--- config.mk ---
export PLATFORM = sky130hd
export DESIGN_NAME = generational_slot_allocator
export DESIGN_NICKNAME = d
export VERILOG_FILES = /design/src/rtl/gsa_pkg.sv /design/src/rtl/gsa_ver_mem.sv /design/src/rtl/generational_slot_allocator.sv
export SDC_FILE = /design/constraint.sdc
export NUM_CORES = 2
export LEC_CHECK = 0
export BUFFER_PORTS_ARGS = -buffer_cell sky130_fd_sc_hd__buf_2
export CAP_MARGIN = 20
export CORE_ASPECT_RATIO = 1.1
export CORE_MARGIN = 1.5
export CORE_UTILIZATION = 55
export DETAILED_ROUTE_END_ITERATION = 16
export GPL_TIMING_DRIVEN = 0
export PLACE_DENSITY = 0.73
export SYNTH_ARGS = -nofsm -noshare
export SYNTH_HDL_FRONTEND = slang
export SYNTH_SLANG_ARGS = --single-unit
--- constraint.sdc ---
create_clock -name clk -period 4.6 [get_ports clk]
set_input_delay 0.46 -clock clk [delete_from_list [all_inputs] [get_ports clk]]
set_output_delay 0.46 -clock clk [all_outputs]
set_load 0.05 [all_outputs]
--- src/rtl/gsa_pkg.sv ---
// Shared codes and defaults for the generational slot allocator.
// Request kinds, result status codes, default table geometry.
// No dependencies.
`timescale 1ns / 1ps
`default_nettype none
package gsa_pkg;

	localparam int DefSlotCount   = 64;
	localparam int DefVersionBits = 16;

	localparam int KindW   = 2;
	localparam int IndexW  = 6;
	localparam int VerW    = 16;
	localparam int StatusW = 2;

	typedef enum logic [KindW-1:0] {
		KIND_ALLOC = 2'd0,
		KIND_FREE  = 2'd1,
		KIND_CHECK = 2'd2,
		KIND_NONE  = 2'd3
	} kind_t;

	typedef enum logic [StatusW-1:0] {
		ST_OK       = 2'd0,
		ST_NOT_USED = 2'd1,
		ST_STALE    = 2'd2,
		ST_FULL     = 2'd3
	} status_t;

endpackage
`default_nettype wire

--- src/rtl/gsa_ver_mem.sv ---
// Slot version memory: one write port, one read port, registered read data.
// Read data holds until the next read enable. Uses gsa_pkg defaults.
`timescale 1ns / 1ps
`default_nettype none
module gsa_ver_mem
	import gsa_pkg::*;
#(
	parameter int DEPTH = DefSlotCount,
	parameter int AW    = $clog2(DefSlotCount),
	parameter int DW    = DefVersionBits
) (
	input  wire logic          clk,
	input  wire logic          rd_en,
	input  wire logic [AW-1:0] rd_addr,
	output logic      [DW-1:0] rd_data,
	input  wire logic          wr_en,
	input  wire logic [AW-1:0] wr_addr,
	input  wire logic [DW-1:0] wr_data
);

	logic [DW-1:0] mem [DEPTH];

	always_ff @(posedge clk) begin
		if (wr_en) begin
			mem[wr_addr] <= wr_data;
		end
	end

	always_ff @(posedge clk) begin
		if (rd_en) begin
			rd_data <= mem[rd_addr];
		end
	end

endmodule
`default_nettype wire

--- src/rtl/generational_slot_allocator.sv ---
// Generational slot allocator: handle table of versioned slots.
// Channels: request (kind, handle_index, handle_version) on req_valid/req_stall,
// result (status, slot_index, slot_version) on rsp_valid/rsp_stall.
// Each request gives exactly one result, in request order.
// Requests are taken one at a time because of the version memory
// read-modify-write: on acceptance the slot version read is registered
// (allocate picks the lowest inactive slot in use with a priority encoder
// over the active flags, else the next slot to grow onto), then the busy
// stage checks, writes back and loads the result register.
// req_stall is high while a request is in flight; at most one is in flight.
// When rsp_stall holds a result, a finished request waits in the busy
// stage until the result register frees, and req_stall stays high.
// Reset clears active flags, the in-use count and the valid bits at once;
// no clearing pass runs. A slot gets its zero version written when the table
// grows onto it, so version memory entries need no reset.
// Status: 0 ok, 1 index not in use, 2 stale or inactive, 3 table full.
`timescale 1ns / 1ps
`default_nettype none
module generational_slot_allocator
	import gsa_pkg::*;
#(
	parameter int SLOT_COUNT   = DefSlotCount,
	parameter int VERSION_BITS = DefVersionBits
) (
	input  wire logic               clk,
	input  wire logic               arst_n,
	input  wire logic               req_valid,
	output logic                    req_stall,
	input  wire logic [KindW-1:0]   kind,
	input  wire logic [IndexW-1:0]  handle_index,
	input  wire logic [VerW-1:0]    handle_version,
	output logic                    rsp_valid,
	input  wire logic               rsp_stall,
	output logic [StatusW-1:0]      status,
	output logic [IndexW-1:0]       slot_index,
	output logic [VerW-1:0]         slot_version
);

	localparam int IDX_W = (SLOT_COUNT > 1) ? $clog2(SLOT_COUNT) : 1;
	localparam int USE_W = $clog2(SLOT_COUNT + 1);
	localparam int CMP_W = (USE_W > IndexW) ? USE_W : IndexW;
	localparam int VCM_W = (VERSION_BITS > VerW) ? VERSION_BITS : VerW;

	logic [SLOT_COUNT-1:0]   active_q;
	logic [USE_W-1:0]        in_use_q;
	logic                    busy_s1;
	logic                    rsp_valid_q;
	logic [StatusW-1:0]      status_q;
	logic [IndexW-1:0]       slot_index_q;
	logic [VerW-1:0]         slot_version_q;

	kind_t                   kind_s1;
	logic [IndexW-1:0]       hidx_s1;
	logic [VerW-1:0]         hver_s1;
	logic [IDX_W-1:0]        addr_s1;
	logic                    in_range_s1;
	logic                    grow_s1;
	logic                    full_s1;

	logic                    req_acc;
	logic                    done;
	logic [IDX_W-1:0]        pick;
	logic                    found;
	logic                    is_alloc;
	logic [IDX_W-1:0]        rd_addr;
	logic [VERSION_BITS-1:0] ver_rd;
	logic                    wr_en;
	logic [VERSION_BITS-1:0] wr_data;
	status_t                 chk_st;
	status_t                 res_st;
	logic [IndexW-1:0]       res_idx;
	logic [VerW-1:0]         res_ver;

	assign req_stall = busy_s1;
	assign req_acc   = req_valid && !busy_s1;
	assign done      = busy_s1 && (!rsp_valid_q || !rsp_stall);
	assign is_alloc  = (kind_t'(kind) == KIND_ALLOC);

	// lowest inactive slot among those in use
	always_comb begin
		pick  = '0;
		found = 1'b0;
		for (int i = SLOT_COUNT - 1; i >= 0; i--) begin
			if (i < int'(in_use_q) && !active_q[i]) begin
				pick  = IDX_W'(i);
				found = 1'b1;
			end
		end
	end

	assign rd_addr = is_alloc ? (found ? pick : IDX_W'(in_use_q)) : IDX_W'(handle_index);

	gsa_ver_mem #(
		.DEPTH (SLOT_COUNT),
		.AW    (IDX_W),
		.DW    (VERSION_BITS)
	) u_ver_mem (
		.clk     (clk),
		.rd_en   (req_acc),
		.rd_addr (rd_addr),
		.rd_data (ver_rd),
		.wr_en   (wr_en),
		.wr_addr (addr_s1),
		.wr_data (wr_data)
	);

	always_ff @(posedge clk) begin
		if (req_acc) begin
			kind_s1     <= kind_t'(kind);
			hidx_s1     <= handle_index;
			hver_s1     <= handle_version;
			addr_s1     <= rd_addr;
			in_range_s1 <= CMP_W'(handle_index) < CMP_W'(in_use_q);
			grow_s1     <= is_alloc && !found && (in_use_q != USE_W'(SLOT_COUNT));
			full_s1     <= is_alloc && !found && (in_use_q == USE_W'(SLOT_COUNT));
		end
	end

	always_comb begin
		if (!in_range_s1) begin
			chk_st = ST_NOT_USED;
		end else if (VCM_W'(ver_rd) != VCM_W'(hver_s1) || !active_q[addr_s1]) begin
			chk_st = ST_STALE;
		end else begin
			chk_st = ST_OK;
		end
	end

	always_comb begin
		wr_en   = 1'b0;
		wr_data = ver_rd + VERSION_BITS'(1);
		res_st  = chk_st;
		res_idx = hidx_s1;
		res_ver = '0;
		case (kind_s1)
			KIND_ALLOC: begin
				if (full_s1) begin
					res_st  = ST_FULL;
					res_idx = '0;
				end else begin
					res_st  = ST_OK;
					res_idx = IndexW'(addr_s1);
					res_ver = grow_s1 ? '0 : VerW'(ver_rd);
					wr_en   = done && grow_s1;
					wr_data = '0;
				end
			end
			KIND_FREE: begin
				wr_en = done && (chk_st == ST_OK);
			end
			default: begin
				wr_en = 1'b0;
			end
		endcase
	end

	always_ff @(posedge clk or negedge arst_n) begin
		if (!arst_n) begin
			busy_s1     <= 1'b0;
			rsp_valid_q <= 1'b0;
			active_q    <= '0;
			in_use_q    <= '0;
		end else begin
			if (req_acc) begin
				busy_s1 <= 1'b1;
			end else if (done) begin
				busy_s1 <= 1'b0;
			end
			if (done) begin
				rsp_valid_q <= 1'b1;
			end else if (!rsp_stall) begin
				rsp_valid_q <= 1'b0;
			end
			if (done && kind_s1 == KIND_ALLOC && !full_s1) begin
				active_q[addr_s1] <= 1'b1;
				if (grow_s1) begin
					in_use_q <= in_use_q + USE_W'(1);
				end
			end
			if (done && kind_s1 == KIND_FREE && chk_st == ST_OK) begin
				active_q[addr_s1] <= 1'b0;
			end
		end
	end

	// hold result while stalled
	always_ff @(posedge clk) begin
		if (done) begin
			status_q       <= res_st;
			slot_index_q   <= res_idx;
			slot_version_q <= res_ver;
		end
	end

	assign rsp_valid    = rsp_valid_q;
	assign status       = status_q;
	assign slot_index   = slot_index_q;
	assign slot_version = slot_version_q;

`ifndef SYNTHESIS
	a_use_bound: assert property (@(posedge clk) disable iff (!arst_n)
		in_use_q <= USE_W'(SLOT_COUNT))
		else $error("in-use count beyond table size");

	a_full_only_when_grown: assert property (@(posedge clk) disable iff (!arst_n)
		(rsp_valid_q && status_q == ST_FULL) |-> (in_use_q == USE_W'(SLOT_COUNT)))
		else $error("table full reported before table grew to size");

	a_rsp_after_work: assert property (@(posedge clk) disable iff (!arst_n)
		$rose(rsp_valid_q) |-> $past(busy_s1))
		else $error("result without request in flight");

	a_one_in_flight: assert property (@(posedge clk) disable iff (!arst_n)
		done |=> !busy_s1 || $past(req_acc))
		else $error("request stage stayed busy after completion");
`endif

endmodule
`default_nettype wire

==> impl_metrics.toml <==
[power]
pwr-share-comb_pct = 19.2
swShare_pct = 29.7
p_clk_share_pct = 34.5
switchingPower_w = 0.00827
seqPwrFrac_pct = 46.3
power_density_nw_per_um2 = 448
p_int_w = 0.0196
ir_drop_mv = 0.326
leakage_nw = 22.2

[synthesis]
syn_area_per_cell_sq_um = 12.9
synth_fp_nets = 3858
ys_ff_latch = 1170
synth_area_sq_um = 49200
synth_edf_count = 1097
synthArstFlopShare_pct = 6.24
synth_cells = 3822
yosysWarningCount = 0
synth_cell_type_count = 87
ys_seq_area_share_pct = 70.7
synth_ff_type = "edfxtp_1"

[clock_network]
cts_max_path_buffers = 3
cts_root_buffer = "clkbuf_16"
cts_tree = "done"
numCtsBuffers = 114
clk_pin_slew_ns = 0.07
clock_latency_ns = 0.74
h-tree-depth = 3
cts_sinks = 1170

[floorplanning]
die_area_sq_um = 91200
core_region_area_sq_um = 88100
row_count = 114
chipHeight_um = 317
ios = 54
initial_core_util_pct = 55.8
die_x_um = 288

[drt]
first_pass_iters = 7
route.final.wire_length_um = 169000
routedWlPerCell_um = 30.6
post_drt_via_cell_ratio = 6.84
drcViolationCount = 0
postRouteAntennaNets = 0
drtIter0Drc = 6255
num_vias = 37900

[final_layout]
drive_gt1_share_pct = 26.5
fill_cells = 5357
final_cells = 5539
area_growth_pct = 26.6
multi_input_area_sq_um = 16500
seq_area_sq_um = 34800
fin_nets = 4319

[timing]
finalHoldViolations = 0
fmax_ghz = 0.197
finalCriticalPeriod_ns = 5.08
worstMarginPinSlew_ns = 1.34
fin_ws_ns = -0.478
fin_tns_setup_ns = -5.59
skew_ns = 0.0582
maxSlewHeadroom_pct = 10.7
hold_ws_ns = 0.0212
drv_slew = 0
period_share_pct = 110
rsz0062_at_grt = "true"
setup_viol = 16

[worst_setup_path]
cp-end-kind = "register"
crit_family = "buffers and inverters"
max_stage_delay_ns = 0.51
ff2ff_setup_slack_ns = -0.48
crit_type = "register to register"
reg2reg_from = "in_use_q[4]"
cp_cell_sequence = "nor4bb_4, buf_6, a22oi_2, o41a_1, nand3b_1, buf_6, nor4b_4, buf_4, a32oi_1, o21a_2, buf_8, inv_4, buf_8, buf_4, buf_2, and3_2, nor3_4, o32ai_4"
cp_max_fo = 10
critical_path_required_ns = 5.05
r2r_cells = 18
cp.arrival_ns = 5.53
slowest_stage = "o32ai_4"
cp-start-kind = "register"
worst-path-buf-inv = 8
r2r-end = "u_ver_mem.rd_data[14]"
cp-startpoint = "in_use_q[4]"

[global_routing]
grt_max_degree = 68
grt_antenna_before_repair = 6
grt_util_all_layers_pct = 35.6
grt_pass1_vias = 35600
grt_pass1_wl_um = 236000
grt-ovfl-total = 0

[placement]
gp_congestion = 1.01
io_buffers = 53
numPlacedInstances = 5142
dp_hpwl_um = 108000

[worst_hold_path]
min_from = "req_valid"
worst_hold_path.num_cells = 3
hold_end = "req_stall"
hold_class = "input pin to register"

[run_status]
status = "finished with violations"
violations = "setup timing"

[flow_run]
cap_viol_max_count = 0
-- worst max-delay path by stage --
stage                       endpoint  slack, ns  depth (start not counted)
3_5_place_dp    u_ver_mem.rd_data[0]      -2.82                         15
6_report       u_ver_mem.rd_data[14]      -0.48                         18
3_3_place_gp    u_ver_mem.rd_data[4]      -3.59                         15
4_1_cts        u_ver_mem.rd_data[12]      -0.17                         19
5_1_grt        u_ver_mem.rd_data[14]      -0.42                         19
2_1_floorplan    u_ver_mem.mem[0][0]       0.48                         12
-- cell families after synthesis --
family	after synthesis	share of synthesized area, %
xor gates and xnor gates	36	0.641
adders and majority gates	8	0.204
buffers and inverters	300	2.62
and+or+nand+nor	1491	13.9
AOI/OAI and AO/OA	742	10.2
DFF	1170	70.7
muxes	75	1.66
-- per-stage QoR --
step / total power [W] / utilization, % / cell area, sq um / worst slack, ns
after floorplan: 0.0152 / - / 49200 / 0.478
after global placement: 0.0169 / 57.7 / 50900 / -3.59
after detailed placement: 0.0173 / 59.8 / 52700 / -2.82
after CTS: 0.0273 / 69.2 / 61000 / -0.168
after global routing: 0.0284 / 70.6 / 62200 / -0.418
final: 0.0279 / 70.6 / 62200 / -0.478
-- repair_timing --
item,in CTS,in global routing
gates resized for setup,812,189
setup endpoints to repair,1103,965
buffers inserted,88,63
endpoints found under the hold margin,97,0
pin swaps,101,81
hold buffers,25,0
cloned,6,0
-- flip-flops by register name, summed over array words and instances (netlist names), 2 cells and up --
| signal | cells |
|---|---|
| u_ver_mem.mem | 1024 |
| active_q | 64 |
| hver_s1 | 16 |
| slot_version | 16 |
| u_ver_mem.rd_data | 16 |
| in_use_q | 7 |
| addr_s1 | 6 |
| hidx_s1 | 6 |
| slot_index | 6 |
| kind_s1 | 2 |
| status | 2 |
-- worst register-to-register path: stages (launching register included) --
cell and delay (ns):
dfrtp_2 0.46, nor4bb_4 0.44, buf_6 0.20, a22oi_2 0.07
o41a_1 0.46, nand3b_1 0.19, buf_6 0.16, nor4b_4 0.27
buf_4 0.16, a32oi_1 0.10, o21a_2 0.21, buf_8 0.18
inv_4 0.14, buf_8 0.20, buf_4 0.22, buf_2 0.46
and3_2 0.35, nor3_4 0.08, o32ai_4 0.51
-- Yosys cell counts (all sizes together) (5+ instances only) --
cell type / number / share of area (%)
a2111oi: 19 / 0.34
a211oi: 15 / 0.23
a21o: 13 / 0.20
a21oi: 159 / 1.6
a221oi: 6 / 0.11
a22o: 9 / 0.16
a22oi: 39 / 0.60
a311oi: 49 / 0.87
a31oi: 76 / 0.97
and2: 26 / 0.33
and3: 158 / 2.0
buf: 113 / 1.2
clkbuf: 154 / 1.2
dfrtp: 73 / 3.7
edfxtp: 1097 / 67
ha: 8 / 0.20
inv: 32 / 0.25
mux2: 52 / 1.2
mux2i: 23 / 0.47
nand2: 638 / 4.9
nand2b: 10 / 0.13
nand3: 168 / 1.7
nand3b: 8 / 0.15
nand4: 26 / 0.33
nor2: 287 / 2.2
nor2b: 5 / 0.064
nor3: 113 / 1.2
nor3b: 7 / 0.13
nor4: 9 / 0.11
nor4b: 5 / 0.18
o211ai: 10 / 0.15
o21a: 5 / 0.076
o21ai: 139 / 1.4
o221ai: 81 / 1.4
o22ai: 36 / 0.46
o2bb2ai: 15 / 0.27
o311ai: 15 / 0.27
o32ai: 19 / 0.34
or2: 7 / 0.089
or3: 7 / 0.089
xnor2: 26 / 0.46
xor2: 10 / 0.18
-- power by group through the flow --
stage | Combinational [W] | Sequential (W) | Clock (W)
finish | 0.00536 | 0.0129 | 0.00960
global route | 0.00546 | 0.0129 | 0.00999
CTS | 0.00491 | 0.0129 | 0.00952
detailed placement | 0.00420 | 0.0131 | 0
global placement | 0.00370 | 0.0132 | 0
floorplan | 0.00189 | 0.0133 | 0
-- layer usage --
layer	vias up	global-route usage [%]	share of wire, %
met2	3299	55.7	46
li1	15500	-	-
met4	4	22.7	8.1
met3	795	9.14	13
met1	18300	44.3	33
met5	-	0.156	0.014
-- layout make-up --
cell class | instances | share of cell area, %
Multi-Input combinational cell | 2353 | 26.5
Sequential cell | 1170 | 55.9
Clock inverter | 71 | 1.31
Tap cell | 1160 | 2.33
Timing Repair Buffer | 347 | 5.51
Clock buffer | 138 | 4.76
Inverter | 33 | 0.261
Buffer | 264 | 3.42
Antenna cell | 3 | 0.0121
-- cell usage in the layout, fill, tap and decap left out, drive strengths merged, types with 10 or more instances in the layout --
cell type       n
o211ai         10
o21ai         139
clkinv         49
xnor2          26
dlygate4sd3    25
mux2           52
a2111oi        19
bufinv         15
nand2         639
o2bb2ai        15
o221ai         81
buf           445
o311ai         15
inv            34
a311oi         49
and2           26
and3          158
nor3          113
a21o           13
nor2          287
nand3         168
a31oi          76
mux2i          23
a211oi         15
a22oi          39
o22ai          36
a21oi         159
clkbuf        279
xor2           10
nand4          26
edfxtp       1097
nand2b         10
dfrtp          73
o32ai          19
Power figures use the tool's default switching activity.
